`config.mk`:
```
export PLATFORM = sky130hd
export DESIGN_NAME = integer_to_text_formatter_unit_flat
export DESIGN_NICKNAME = d
export VERILOG_FILES = /design/src/itfu_pkg.sv /design/src/itfu_num_if.sv /design/src/itfu_text_if.sv /design/src/itfu_bcd.sv /design/src/integer_to_text_formatter_unit.sv /design/src/flat_wrapper.sv
export SDC_FILE = /design/constraint.sdc
export NUM_CORES = 1
export LEC_CHECK = 0
export BUFFER_PORTS_ARGS = -buffer_cell sky130_fd_sc_hd__buf_2
export CAP_MARGIN = 20
export CORE_MARGIN = 4
export CORE_UTILIZATION = 35
export DETAILED_ROUTE_END_ITERATION = 10
export PLACE_DENSITY = 0.58
export RECOVER_POWER = 100
export SKIP_LAST_GASP = 1
export SLEW_MARGIN = 0
export SYNTH_ARGS = -nofsm -noshare
export SYNTH_HDL_FRONTEND = slang
export SYNTH_HIERARCHICAL = 1
export SYNTH_SLANG_ARGS = --single-unit
```
`constraint.sdc`:
```
create_clock -name clk -period 5.4 [get_ports clk]
set_input_delay 0.27 -clock clk [delete_from_list [all_inputs] [get_ports clk]]
set_output_delay 0.27 -clock clk [all_outputs]
set_load 0.02 [all_outputs]
```
`src/itfu_pkg.sv`:
```
`timescale 1ns / 1ps
`default_nettype none

package itfu_pkg;

	localparam int MAG_W       = 64;
	localparam int DIGIT_SLOTS = 22;
	localparam int DIG_VEC_W   = 4 * DIGIT_SLOTS;
	localparam int BCD_DIGITS  = 20;
	localparam int BCD_W       = 4 * BCD_DIGITS;
	localparam int MAX_WIDTH   = 64;
	localparam int MAX_PREC    = 32;

	typedef logic [6:0] count_t;
	typedef logic [4:0] ndig_t;
	typedef logic [5:0] prec_t;

	// base selector codes
	localparam logic [1:0] BASE_OCT = 2'd0;
	localparam logic [1:0] BASE_DEC = 2'd1;
	localparam logic [1:0] BASE_HEX = 2'd2;

	// ASCII codes
	localparam logic [7:0] CH_SPACE = 8'h20;
	localparam logic [7:0] CH_PLUS  = 8'h2b;
	localparam logic [7:0] CH_MINUS = 8'h2d;
	localparam logic [7:0] CH_ZERO  = 8'h30;
	localparam logic [7:0] CH_X     = 8'h78;
	localparam logic [7:0] CH_A     = 8'h61;

	// lowercase ASCII for one digit value
	function automatic logic [7:0] digit_char(input logic [3:0] d);
		logic [7:0] c;
		if (d < 4'd10) begin
			c = CH_ZERO + {4'd0, d};
		end else begin
			c = CH_A + {4'd0, d} - 8'd10;
		end
		return c;
	endfunction

endpackage

`default_nettype wire

```
`src/itfu_num_if.sv`:
```
`timescale 1ns / 1ps
`default_nettype none

interface itfu_num_if;
	logic        valid;
	logic        ready;
	logic [63:0] magnitude;
	logic        is_negative;
	logic [1:0]  base_select;
	logic        left_justify;
	logic        force_plus;
	logic        space_sign;
	logic        alternate_form;
	logic        zero_pad;
	logic [6:0]  field_width;
	logic [5:0]  min_digits;

	modport source (
		output valid, magnitude, is_negative, base_select, left_justify, force_plus,
		       space_sign, alternate_form, zero_pad, field_width, min_digits,
		input  ready
	);

	modport sink (
		input  valid, magnitude, is_negative, base_select, left_justify, force_plus,
		       space_sign, alternate_form, zero_pad, field_width, min_digits,
		output ready
	);
endinterface

`default_nettype wire

```
`src/itfu_text_if.sv`:
```
`timescale 1ns / 1ps
`default_nettype none

interface itfu_text_if;
	logic       valid;
	logic       ready;
	logic [7:0] char_code;
	logic       last_char;

	modport source (output valid, char_code, last_char, input ready);
	modport sink (input valid, char_code, last_char, output ready);
endinterface

`default_nettype wire

```
`src/itfu_bcd.sv`:
```
`timescale 1ns / 1ps
`default_nettype none

module itfu_bcd
	import itfu_pkg::*;
(
	input  wire logic             clk,
	input  wire logic             arst_n,
	input  wire logic             start,
	input  wire logic [MAG_W-1:0] bin,
	output logic                  done,
	output logic [BCD_W-1:0]      bcd
);

	logic [MAG_W-1:0] bin_q;
	logic [BCD_W-1:0] bcd_q;
	logic [BCD_W-1:0] adj;
	logic [5:0]       cnt_q;
	logic             busy_q;
	logic             done_q;

	// add three to every BCD digit of five or more
	always_comb begin
		for (int i = 0; i < BCD_DIGITS; i++) begin
			if (bcd_q[4*i +: 4] >= 4'd5) begin
				adj[4*i +: 4] = bcd_q[4*i +: 4] + 4'd3;
			end else begin
				adj[4*i +: 4] = bcd_q[4*i +: 4];
			end
		end
	end

	// shift one binary bit into the BCD word each cycle while busy
	always_ff @(posedge clk or negedge arst_n) begin
		if (!arst_n) begin
			busy_q <= 1'b0;
			done_q <= 1'b0;
			cnt_q  <= '0;
		end else begin
			done_q <= 1'b0;
			if (start) begin
				busy_q <= 1'b1;
				cnt_q  <= '0;
			end else if (busy_q) begin
				cnt_q <= cnt_q + 6'd1;
				if (cnt_q == 6'(MAG_W - 1)) begin
					busy_q <= 1'b0;
					done_q <= 1'b1;
				end
			end
		end
	end

	always_ff @(posedge clk) begin
		if (start) begin
			bin_q <= bin;
			bcd_q <= '0;
		end else if (busy_q) begin
			bin_q <= {bin_q[MAG_W-2:0], 1'b0};
			bcd_q <= {adj[BCD_W-2:0], bin_q[MAG_W-1]};
		end
	end

	assign done = done_q;
	assign bcd  = bcd_q;

endmodule

`default_nettype wire

```
`src/integer_to_text_formatter_unit.sv`:
```
`timescale 1ns / 1ps
`default_nettype none

// Channel  Dir  Payload                                        Role
// num      in   magnitude, sign flag, base, flags, width, prec one number per item
// text     out  char_code, last_char                           one character per item
//
// Decimal: accept, convert in the shift-add-3 unit (one bit-step per magnitude bit and a done
// strobe), scan off leading zero digits, size the runs in SETUP and SIZE, then emit (at most 64).
// Octal and hex skip the shift-add-3 unit.
// Reset clears the sequencer and the output valid; payload registers are not reset.
// Input ready is high only while idle; a stalled text sink holds the character register
// and the sequencer waits.

module integer_to_text_formatter_unit
	import itfu_pkg::*;
(
	input  wire logic   clk,
	input  wire logic   arst_n,
	itfu_num_if.sink    num,
	itfu_text_if.source text
);

	localparam logic [2:0] ST_IDLE  = 3'd0;
	localparam logic [2:0] ST_CONV  = 3'd1;
	localparam logic [2:0] ST_SCAN  = 3'd2;
	localparam logic [2:0] ST_SETUP = 3'd3;
	localparam logic [2:0] ST_SIZE  = 3'd4;
	localparam logic [2:0] ST_EMIT  = 3'd5;

	logic [2:0]           state_q;
	logic [DIG_VEC_W-1:0] digits_q;
	ndig_t                ndig_q;
	logic [1:0]           base_q;
	logic                 neg_q, left_q, plus_q, space_q, alt_q, zpad_q;
	count_t               width_q;
	prec_t                prec_q;
	prec_t                body_q;
	logic                 sign_en_q;
	logic [7:0]           sign_char_q;
	logic [1:0]           pre_len_q;

	count_t               padr_q, padl_q, zero_q, rem_q;
	ndig_t                dig_q;
	logic                 sign_q, pre0_q, prex_q;

	logic [7:0]           char_code_q;
	logic                 out_last_q;
	logic                 out_valid_q;

	logic                 accept;
	logic                 slot;
	logic                 emit;
	logic                 bcd_start;
	logic                 bcd_done;
	logic [BCD_W-1:0]     bcd;
	logic [DIG_VEC_W+1:0] mag_ext;
	logic [DIG_VEC_W-1:0] oct_digits;
	logic [3:0]           top_dig;

	count_t               len;
	count_t               pad;
	logic [7:0]           emit_char;

	assign accept    = num.valid && num.ready;
	assign num.ready = (state_q == ST_IDLE);
	assign slot      = !out_valid_q || text.ready;
	assign emit      = (state_q == ST_EMIT) && slot;
	assign bcd_start = accept && (num.base_select == BASE_DEC);
	assign top_dig   = digits_q[DIG_VEC_W-1 -: 4];

	itfu_bcd u_bcd (
		.clk    (clk),
		.arst_n (arst_n),
		.start  (bcd_start),
		.bin    (num.magnitude),
		.done   (bcd_done),
		.bcd    (bcd)
	);

	// split the magnitude into three-bit octal digits
	always_comb begin
		mag_ext = {{(DIG_VEC_W + 2 - MAG_W){1'b0}}, num.magnitude};
		for (int i = 0; i < DIGIT_SLOTS; i++) begin
			oct_digits[4*i +: 4] = {1'b0, mag_ext[3*i +: 3]};
		end
	end

	// total length of sign, prefix and body; padding up to the field width
	always_comb begin
		len = 7'(body_q) + 7'(sign_en_q) + 7'(pre_len_q);
		pad = (width_q > len) ? (width_q - len) : 7'd0;
	end

	// pick the next character in output order
	always_comb begin
		if (padr_q != 7'd0) begin
			emit_char = CH_SPACE;
		end else if (sign_q) begin
			emit_char = sign_char_q;
		end else if (pre0_q) begin
			emit_char = CH_ZERO;
		end else if (prex_q) begin
			emit_char = CH_X;
		end else if (zero_q != 7'd0) begin
			emit_char = CH_ZERO;
		end else if (dig_q != 5'd0) begin
			emit_char = digit_char(top_dig);
		end else begin
			emit_char = CH_SPACE;
		end
	end

	// sequencer
	always_ff @(posedge clk or negedge arst_n) begin
		if (!arst_n) begin
			state_q <= ST_IDLE;
		end else begin
			unique case (state_q)
				ST_IDLE: begin
					if (accept) begin
						if (num.base_select == BASE_DEC) begin
							state_q <= ST_CONV;
						end else if (num.base_select == BASE_OCT ||
						             num.base_select == BASE_HEX) begin
							state_q <= ST_SCAN;
						end
					end
				end
				ST_CONV: begin
					if (bcd_done) begin
						state_q <= ST_SCAN;
					end
				end
				ST_SCAN: begin
					if (!(top_dig == 4'd0 && ndig_q > 5'd1)) begin
						state_q <= ST_SETUP;
					end
				end
				ST_SETUP: state_q <= ST_SIZE;
				ST_SIZE:  state_q <= ST_EMIT;
				ST_EMIT: begin
					if (slot && rem_q == 7'd1) begin
						state_q <= ST_IDLE;
					end
				end
				default: state_q <= ST_IDLE;
			endcase
		end
	end

	// capture the item, build digits, size the runs, step the runs
	always_ff @(posedge clk) begin
		if (accept) begin
			base_q  <= num.base_select;
			neg_q   <= num.is_negative;
			left_q  <= num.left_justify;
			plus_q  <= num.force_plus;
			space_q <= num.space_sign;
			alt_q   <= num.alternate_form;
			zpad_q  <= num.zero_pad;
			width_q <= (num.field_width > 7'(MAX_WIDTH)) ? 7'(MAX_WIDTH) : num.field_width;
			prec_q  <= (num.min_digits > 6'(MAX_PREC)) ? 6'(MAX_PREC) : num.min_digits;
			ndig_q  <= 5'(DIGIT_SLOTS);
			if (num.base_select == BASE_OCT) begin
				digits_q <= oct_digits;
			end else begin
				digits_q <= {{(DIG_VEC_W - MAG_W){1'b0}}, num.magnitude};
			end
		end
		if (state_q == ST_CONV && bcd_done) begin
			digits_q <= {{(DIG_VEC_W - BCD_W){1'b0}}, bcd};
		end
		// drop leading zero digits, keep at least one
		if (state_q == ST_SCAN && top_dig == 4'd0 && ndig_q > 5'd1) begin
			digits_q <= {digits_q[DIG_VEC_W-5:0], 4'd0};
			ndig_q   <= ndig_q - 5'd1;
		end
		if (state_q == ST_SETUP) begin
			body_q      <= (6'(ndig_q) > prec_q) ? 6'(ndig_q) : prec_q;
			sign_en_q   <= (base_q == BASE_DEC) && (neg_q || plus_q || space_q);
			sign_char_q <= neg_q ? CH_MINUS : (plus_q ? CH_PLUS : CH_SPACE);
			if (alt_q && base_q == BASE_HEX) begin
				pre_len_q <= 2'd2;
			end else if (alt_q && base_q == BASE_OCT) begin
				pre_len_q <= 2'd1;
			end else begin
				pre_len_q <= 2'd0;
			end
		end
		if (state_q == ST_SIZE) begin
			padr_q <= (!left_q && !zpad_q) ? pad : 7'd0;
			padl_q <= left_q ? pad : 7'd0;
			zero_q <= 7'(body_q - 6'(ndig_q)) + ((!left_q && zpad_q) ? pad : 7'd0);
			dig_q  <= ndig_q;
			sign_q <= sign_en_q;
			pre0_q <= (pre_len_q != 2'd0);
			prex_q <= (pre_len_q == 2'd2);
			rem_q  <= len + pad;
		end
		// advance the run that supplied this character
		if (emit) begin
			rem_q <= rem_q - 7'd1;
			if (padr_q != 7'd0) begin
				padr_q <= padr_q - 7'd1;
			end else if (sign_q) begin
				sign_q <= 1'b0;
			end else if (pre0_q) begin
				pre0_q <= 1'b0;
			end else if (prex_q) begin
				prex_q <= 1'b0;
			end else if (zero_q != 7'd0) begin
				zero_q <= zero_q - 7'd1;
			end else if (dig_q != 5'd0) begin
				dig_q    <= dig_q - 5'd1;
				digits_q <= {digits_q[DIG_VEC_W-5:0], 4'd0};
			end else begin
				padl_q <= padl_q - 7'd1;
			end
		end
	end

	// output register
	always_ff @(posedge clk or negedge arst_n) begin
		if (!arst_n) begin
			out_valid_q <= 1'b0;
		end else if (emit) begin
			out_valid_q <= 1'b1;
		end else if (text.ready) begin
			out_valid_q <= 1'b0;
		end
	end

	always_ff @(posedge clk) begin
		if (emit) begin
			char_code_q <= emit_char;
			out_last_q  <= (rem_q == 7'd1);
		end
	end

	assign text.valid     = out_valid_q;
	assign text.char_code = char_code_q;
	assign text.last_char = out_last_q;

endmodule

`default_nettype wire

```
`src/flat_wrapper.sv`:
```
// flat-port wrapper written by rule: the top's interface ports become plain ports
module integer_to_text_formatter_unit_flat import itfu_pkg::*;
  (clk, arst_n, num_valid, num_magnitude, num_is_negative, num_base_select, num_left_justify, num_force_plus, num_space_sign, num_alternate_form, num_zero_pad, num_field_width, num_min_digits, num_ready, text_valid, text_char_code, text_last_char, text_ready);
  itfu_num_if num_i ();
  itfu_text_if text_i ();
  input  wire logic clk;
  input  wire logic arst_n;
  input wire logic [$bits(num_i.valid)-1:0] num_valid;
  input wire logic [$bits(num_i.magnitude)-1:0] num_magnitude;
  input wire logic [$bits(num_i.is_negative)-1:0] num_is_negative;
  input wire logic [$bits(num_i.base_select)-1:0] num_base_select;
  input wire logic [$bits(num_i.left_justify)-1:0] num_left_justify;
  input wire logic [$bits(num_i.force_plus)-1:0] num_force_plus;
  input wire logic [$bits(num_i.space_sign)-1:0] num_space_sign;
  input wire logic [$bits(num_i.alternate_form)-1:0] num_alternate_form;
  input wire logic [$bits(num_i.zero_pad)-1:0] num_zero_pad;
  input wire logic [$bits(num_i.field_width)-1:0] num_field_width;
  input wire logic [$bits(num_i.min_digits)-1:0] num_min_digits;
  output wire logic [$bits(num_i.ready)-1:0] num_ready;
  output wire logic [$bits(text_i.valid)-1:0] text_valid;
  output wire logic [$bits(text_i.char_code)-1:0] text_char_code;
  output wire logic [$bits(text_i.last_char)-1:0] text_last_char;
  input wire logic [$bits(text_i.ready)-1:0] text_ready;
  assign num_i.valid = num_valid;
  assign num_i.magnitude = num_magnitude;
  assign num_i.is_negative = num_is_negative;
  assign num_i.base_select = num_base_select;
  assign num_i.left_justify = num_left_justify;
  assign num_i.force_plus = num_force_plus;
  assign num_i.space_sign = num_space_sign;
  assign num_i.alternate_form = num_alternate_form;
  assign num_i.zero_pad = num_zero_pad;
  assign num_i.field_width = num_field_width;
  assign num_i.min_digits = num_min_digits;
  assign num_ready = num_i.ready;
  assign text_valid = text_i.valid;
  assign text_char_code = text_i.char_code;
  assign text_last_char = text_i.last_char;
  assign text_i.ready = text_ready;
  integer_to_text_formatter_unit u_core (.clk(clk), .arst_n(arst_n), .num(num_i), .text(text_i));
endmodule
```
==> summary by stage, run 1 <==
Worst setup path
The critical path data arrival time is ~5.3 ns. For the worst setup path, the data required time is ~5.7 ns. The worst setup path is captured at a register. The setup path with the least slack is of type register to register. The kind of cell with the highest combined delay along the critical path is compound AO/OA/AOI/OAI gates. The master of the slowest instance on the critical path is clkbuf_1. The length in cells of the worst reg-to-reg path is 21. The number of cells on the critical path is 21. The number of buffer and inverter stages on the critical path is 3.

The worst setup path is launched from a register. Traced cell by cell, the critical path runs through fa_1, inv_1, fa_1, nor2b_1, nand2_1, xnor2_1, inv_1, ha_1, a21oi_1, nor2b_1, o31a_1, o21ai_0, clkbuf_1, nor2_1, ha_1, nor2b_1, o31ai_1, a211oi_1, a31o_2, xnor2_1, o21ai_0. Of all nets on the critical path, the largest fanout is 12. The largest stage delay on the critical path is between 0.4 and 0.5 ns. By instance count, the cell type seen most on the critical path is nor2b_1.

Outcome
The final reports fail on max-capacitance violations, max-slew violations. The flow ran to the end, but the final reports show violations.

Synthesis
The arithmetic-cell share of the synthesized area counting full adders, half adders and majority gates is 0.06464. The number of nets produced by synthesis is between 2000 and 2500. The synthesized area divided by synthesized cell count is 9.077 µm². The portion of synthesized area spent on multiplexers is 0.07200. The total of flip-flops plus latches after synthesis is between 300 and 400. For this run, the register share of the synthesized area comes to 0.4306.

Of the total synthesized cell area, the portion taken by XOR and XNOR cells is 0.01683. The fraction of synthesized cell area taken by the top area cell type is 0.2150. Counting instances in the post-synthesis netlist gives the leading cell types as a21oi_1, nand2_1, dfxtp_1.

The synthesized instance count is a little under 2000. The top cell type by total area after synthesis is dfxtp_1. The share of synthesized registers carrying an async set or reset is 0.03762. The complex-gate fraction of the synthesized area was 0.1939. The most common cell in the synthesized netlist is a21oi_1. After synthesis, the cell types taking the most area are dfxtp_1, edfxtp_1, a21oi_1.

By area, the combinational part of the netlist is dominated by compound AO/OA/AOI/OAI gates. The flip-flop cell with the highest count after synthesis is dfxtp_1. The post-synthesis share of cell area spent on and, or, nand and nor gates is 0.1638. The Yosys step of the flow raised 6 warnings. Synthesis instantiated 80 different standard cells from the library. In this run, synthesis inferred about 120 flip-flops with an integrated enable. After synthesis the cells add up to 0.01769 mm².

STA
Setup repair after global routing left no endpoint under its margin. In the finished design, the share of the clock period the worst path needs comes to 0.9422. Setup violations remaining at the end of the flow were counted as 0. The transition time of the tightest slew-check pin is around 3.6 ns. Setup total negative slack on the finished layout was measured at 0 ns. The number of max-slew violations in the final report is 95. The worst path in the final design needs a cycle of 5.088 ns, including I/O delays and setup.

The hold violation total from the final report is 0. The highest achievable clock rate is 196.5 MHz. The final worst hold slack is between 0.04 and 0.05 ns.

The worst path meets setup with about 0.31 ns of slack. Between clock sinks in the finished design, the worst skew comes to approximately 0.022 ns. The headroom to the max-slew limit is -1.367.

Min path
The instance count along the most critical hold path is 2. The path class of the tightest hold or removal check is primary input to register.

Job
Max-cap violations in this run came to 1.

Final layout
The net count of the finished layout is 2177. For this run, the share of the core covered by cells in the final layout is 0.3955. The fraction of layout instances using a drive strength above 1 is 0.1177. The signed area change from the synthesized netlist to the final layout is 11.94%. After routing the design area is around 0.02 mm². The number of antenna diodes in the final layout is 0.

Routing
Across all layers, the routed design uses 14290 vias. The count of nets left with antenna violations after detail routing is 0. The uppermost signal routing layer after detailed routing is met4.

The wire length per cell is about 17 µm. The detail-routed via count per cell is 5.288. The met2 routed wirelength is approximately 21000 µm.

The routed wire length on met3 is ~2200 µm. After detailed routing, the total wire length is 44920 µm. The first detailed-routing pass ran for 5 iterations. The detailed router put a total of about 21000 µm of wire on met1.

The remaining design rule violation count is 0. The number of violations reported at the end of detailed-routing iteration 0 is ~1000.

Pwr
The power dissipated by switching net loads is about 5.0 mW. The ratio of total power to cell area is 633.8 mW/mm². The peak supply drop is ~0.27 mV. Of the total power, the clock network draws 0.192. The sequential cell fraction of total power is 0.384.

Of the total power, the share spent switching nets is 0.3982. Summed over all cells, the static leakage comes to 7.505 nW. The internal power of the cells totals roughly 7.6 mW.

The combinational group share of total power is 0.424.

Placed design
Once placement finished, the instance area stood at 0.01865 mm². The HPWL reported at the end of detailed placement is between 30000 and 40000 µm. The number of port buffers is 98.

Routability-driven placement finished with a final weighted congestion of around 0.84. The worst-case setup slack after placement is approximately 0.38 ns.

Clocking
The TritonCTS sink count is around 320. The later-pin clock latency in the skew report is around 0.56 ns. TritonCTS built the clock tree.

The number of buffers inserted to repair setup after CTS is 0. The number of buffers between clock root and the deepest sink is 3. The H-tree was split into 2 levels.

After clock tree synthesis, the clock-pin slew on the worst setup and hold paths is 0.06 ns. The root cell of the clock tree is clkbuf_16. Counting the buffers created by CTS gives 37.

Global routing
The via count of the first global-routing pass came to 13190. The first-pass GRT wire length is 71460 µm. After global routing the overflow that remains totals 0.

For this run, the total global-route usage over all layers was measured as 0.1604. The largest net degree at the start of global routing is roughly 140. The initial antenna violation count is 0.

Die
The floorplan die area is around 0.054 mm². The starting density of the core is 0.3533. In this run the core area contains 82 standard-cell rows.

The y dimension of the die is ~230 µm. For this design the top-level I/O count stands at 100. The horizontal die dimension is between 200 and 250 µm. The region available for standard cell placement spans roughly 0.05 mm².
-- metrics by stage --
step | std cells | power (mW)
4_1_cts | 2702 | 12.69
5_1_grt | 2702 | 13.61
6_report | 2702 | 12.55
3_3_place_gp | 2622 | 9.969
3_5_place_dp | 2622 | 10.19
2_1_floorplan | 1949 | 8.949
-- worst paths after layout --
| check | endpoint | from | slack, ns |
|---|---|---|---|
| max | u_core/rem_q[6] | u_core/body_q[0] | 0.31 |
| min | u_core/prec_q[1] | num_min_digits[1] | 0.04 |
| max reg2reg | u_core/rem_q[6] | u_core/body_q[0] | 0.31 |
| min reg2reg | u_core/digits_q[77] | u_core/digits_q[73] | 0.44 |
| max in group asynchronous | u_core/u_bcd/busy_q | arst_n | 4.32 |
| min in group asynchronous | u_core/u_bcd/busy_q | arst_n | 0.40 |
-- routing by layer --
layer  global-route usage  vias to the layer above
li1                     -                     7116
met2               0.2577                      319
met3              0.02522                       61
met5                    0                        -
met4              0.04296                        0
met1               0.2250                     6793
-- power by group through the flow --
stage / clock network [mW] / logic [mW] / registers (mW)
final: 2.40 / 5.32 / 4.82
after CTS: 2.48 / 5.39 / 4.82
after floorplan: 0 / 4.51 / 4.44
after detailed placement: 0 / 5.34 / 4.85
after global routing: 2.57 / 6.04 / 4.99
after global placement: 0 / 5.15 / 4.82
-- kinds of logic (layout without fill, tap and decap cells) --
kind of cell,count (synthesis),count (layout)
flops,319,319
simple gates,586,586
fa+ha+maj,86,86
mux,119,119
compound gates,565,565
xor+xnor,34,34
buf+inv,238,319
other cells,2,2
-- cell usage in the layout (no fill, tap or decap), types with 15 or more instances in the layout --
master and n:
xor2_1 17, nand2_1 209, o22ai_1 15, nand2b_1 16
edfxtp_1 117, dfxtp_1 190, clkbuf_16 38, mux2i_1 53
nor2b_1 28, ha_1 77, buf_2 81, a211oi_1 55
clkbuf_1 36, o21ai_0 148, nor2_1 138, mux2_2 65
inv_1 122, o21ai_1 24, a21oi_1 209, or3_1 17
xnor2_1 17, nor3_1 30, nand4_1 20, nand3_1 54
-- sequential cells by signal, summed over array words and instances, names as in the netlist, 2 cells and up --
register and flops:
u_core/zero_q 7, u_core/ndig_q 5, u_core/base_q 2, u_core/u_bcd/bin_q 64, u_core/digits_q 88, u_core/state_q 3
u_core/padr_q 7, u_core/u_bcd/cnt_q 6, u_core/pre_len_q 2, u_core/dig_q 5, u_core/sign_char_q 3, u_core/prec_q 6
u_core/u_bcd/bcd 80, u_core/text.char_code 7, u_core/rem_q 7, u_core/width_q 7, u_core/body_q 6
-- repair_timing --
item / in CTS / in global routing
resized for setup: 0 / 1
endpoints found under the setup margin: 0 / 1
hold buffers: 13 / 0
hold endpoints to repair: 24 / 0
-- layout make-up --
class / count / area, µm²
fill: 5090 / 30270
multi-input combinational: 1392 / 9002
sequential: 319 / 7621
clock buffer: 53 / 1027
tap: 672 / 840.8
timing repair buffer: 129 / 732.0
inverter: 123 / 464.2
clock inverter: 14 / 115.1
(Power assumes the default switching activity.)
==> run 2, diff against run 1 <==
Settings changed: GPL_TIMING_DRIVEN set to 0.
==> summary by stage, run 2 (synthesis results as in run 1) <==
Outcome
The flow ran to the end, but the final reports show violations. The final reports fail on max-capacitance violations, max-slew violations.

Routing
After detailed routing, the number of remaining DRC violations is 0. The count of nets left with antenna violations after detail routing is 0. For this block, the routed nets add up to about 56000 µm of wire. The detail-routed via count per cell is roughly 5.6. The first TritonRoute pass finished after 6 iterations.

The number of violations reported at the end of detailed-routing iteration 0 is around 1300. After detailed routing, the average wire length per cell comes to 20.07 µm. The routed layout has roughly 16000 vias.

Worst setup path
The worst setup path is captured at a register. The critical path is of the register to register type. Data on the critical path is required at its endpoint by 5.56 ns. The kind of cell with the highest combined delay on the critical path is buffers and inverters. The master of the slowest instance on the critical path is clkbuf_1. The critical path goes through clkbuf_1, nor2_1, nand2_1, clkbuf_1, nor2_1, clkbuf_1, clkbuf_1, nor2_1, inv_4. The category of the worst setup path launch point is a register. The critical path data arrival time is 5.26 ns. The number of buffer and inverter stages on the critical path is 5.

The largest stage delay on the critical path is a little under 0.9 ns. Among the stages of the critical path, the cell type that occurs most often is clkbuf_1. Along the worst path, the maximum fanout reaches 64.

Global routing
In the global route stage, met1 resource usage came out at 0.2679. The via count of the first global-routing pass is around 15000. Summed over all layers, the global routing overflow is 0. met2 is the most crowded layer. The first-pass GRT wire length is 85540 µm. Entering global routing, the biggest net connects 65 pins. The initial antenna violation count came to 1. For this run, the total global-route usage over all layers was measured as 0.2004. For met2 alone, demand over resource in global routing was 0.3193. For met3 alone, demand over resource in global routing was 0.03575.

Die
The y dimension of the die is roughly 230 µm. The region available for standard cell placement spans about 0.05 mm². The die covers around 0.054 mm². The number of ports placed on the die boundary is 100. The number of rows created at floorplan is 82. The starting density of the core is 0.3533. In this run the horizontal extent of the chip is approximately 230 µm.

STA
Setup repair after global routing left no endpoint under its margin. Headroom to the max-slew limit came out at -0.3677. The transition time of the tightest slew-check pin is a little over 2 ns. The final critical-path setup slack is 0.2993 ns.

The hold violation total from the final report is 0. Dividing the final minimum period by the clock period gives 0.9446. The smallest clock period supported by the final layout is computed as 5.101 ns. The final setup violation count is 0. Static timing analysis puts the maximum clock frequency at 196.1 MHz. The final worst hold slack is 0.03329 ns. The number of max-slew violations in the final report came to 31. Between clock sinks in the finished design, the worst skew comes to between 0.02 and 0.03 ns.

Clocking
The later-pin clock latency in the skew report is between 0.5 and 0.6 ns. The clock passes through at most 3 buffers. The clock-pin slew on the worst setup and hold paths is around 0.06 ns.

CTS saw about 320 sinks. The TritonCTS clock tree is built. The H-tree generated during clock tree synthesis spans 2 levels. The tree is rooted in a clkbuf_16. Clock tree synthesis inserted a total of 38 buffers.

Final layout
The repair_antennas step left the layout with diodes totalling 0. The final layout net count is around 2300. The top cell types in the final layout, fill and taps aside, are a21oi_1, nand2_1, dfxtp_1.

The signed area change from the synthesized netlist to the final layout is 14.75%. Ranked by flip-flop count, first place goes to u_core/digits_q. In the final layout, the share of cells above drive strength 1 is 0.1237. The register with the most flip-flops in the layout has between 80 and 90 of them.

Pwr
For this design the ratio of total power to cell area is 653.8 mW/mm². Summed over all cells, the static leakage comes to just under 8 nW. The peak supply drop is 0.2837 mV.

Placed design
OpenSTA, run right after detailed placement, puts the worst setup slack at 0.08969 ns. The count of buffers added on input and output ports is 98. At the end of routability-driven placement, the weighted congestion stood at 0.8831. The HPWL reported at the end of detailed placement is roughly 40000 µm.

Job
The max-capacitance violation count is 1.

Min path
In this run the worst hold path is classified as primary input to register.
-- run 2: cell types whose count changed in the layout (fill, tap and decap cells not counted), moves of 4 or more --
cell and delta:
buf_2 +15, clkinv_2 +5, o21ai_0 -4, buf_1 +4, o21ai_1 +4, buf_4 +4, a311oi_2 +5, clkbuf_1 +77
a311oi_1 -5
-- run 2: layout make-up --
| class | count | area [µm²] |
|---|---|---|
| plain buffers | 115 | 489.2 |
| repair buffers | 116 | 636.9 |
| fillers | 5093 | 29770 |
| well taps | 672 | 840.8 |
| inverters | 123 | 464.2 |
| clock inverters | 18 | 160.2 |
| clock buffers | 52 | 1055 |
| flip-flops and latches | 319 | 7617 |
| multi-input cells | 1392 | 9037 |
-- run 2: per-layer routing --
| metal | up-vias | wire length (µm) |
|---|---|---|
| met4 | 2 | 2269 |
| met3 | 128 | 3992 |
| met2 | 596 | 25690 |
| li1 | 7338 | - |
| met5 | - | 13 |
| met1 | 7555 | 24370 |
-- run 2: timing repair --
action | in CTS | in global routing
setup buffers | 0 | 2
endpoints found under the hold margin | 24 | 0
resized for setup | 0 | 5
hold buffers | 13 | 0
endpoints found under the setup margin | 0 | 4
-- run 2: path summary, 6_finish.rpt --
check	start	to	depth (start not counted)	slack (ns)
max	u_core/state_q[2]	u_core/u_bcd/bin_q[54]	9	0.30
min	num_field_width[2]	u_core/width_q[2]	2	0.03
max reg2reg	u_core/state_q[2]	u_core/u_bcd/bin_q[54]	9	0.30
min reg2reg	u_core/digits_q[82]	u_core/digits_q[86]	2	0.45
max in group asynchronous	arst_n	u_core/u_bcd/cnt_q[1]	2	4.32
min in group asynchronous	arst_n	u_core/state_q[1]	2	0.44
-- run 2: where the power goes --
group / leakage, nW / switching (mW) / internal (mW)
registers: 2.89 / 0.919 / 3.82
logic: 4.25 / 3.53 / 2.46
clock network: 0.599 / 1.07 / 1.47
total: 7.73 / 5.53 / 7.75
-- run 2: per-stage QoR --
| step | utilization | cell area (µm²) | power, mW | instances | TNS, ns |
|---|---|---|---|---|---|
| 3_3_place_gp | 0.3799 | 19020 | 10.48 | 2719 | -6.624 |
| 5_1_grt | 0.4055 | 20300 | 14.23 | 2807 | 0 |
| 4_1_cts | 0.4075 | 20400 | 13.32 | 2805 | 0 |
| 2_1_floorplan | - | 17690 | 8.949 | 1949 | 0 |
| 3_5_place_dp | 0.3807 | 19060 | 10.69 | 2722 | 0 |
| 6_report | 0.4055 | 20300 | 13.27 | 2807 | 0 |
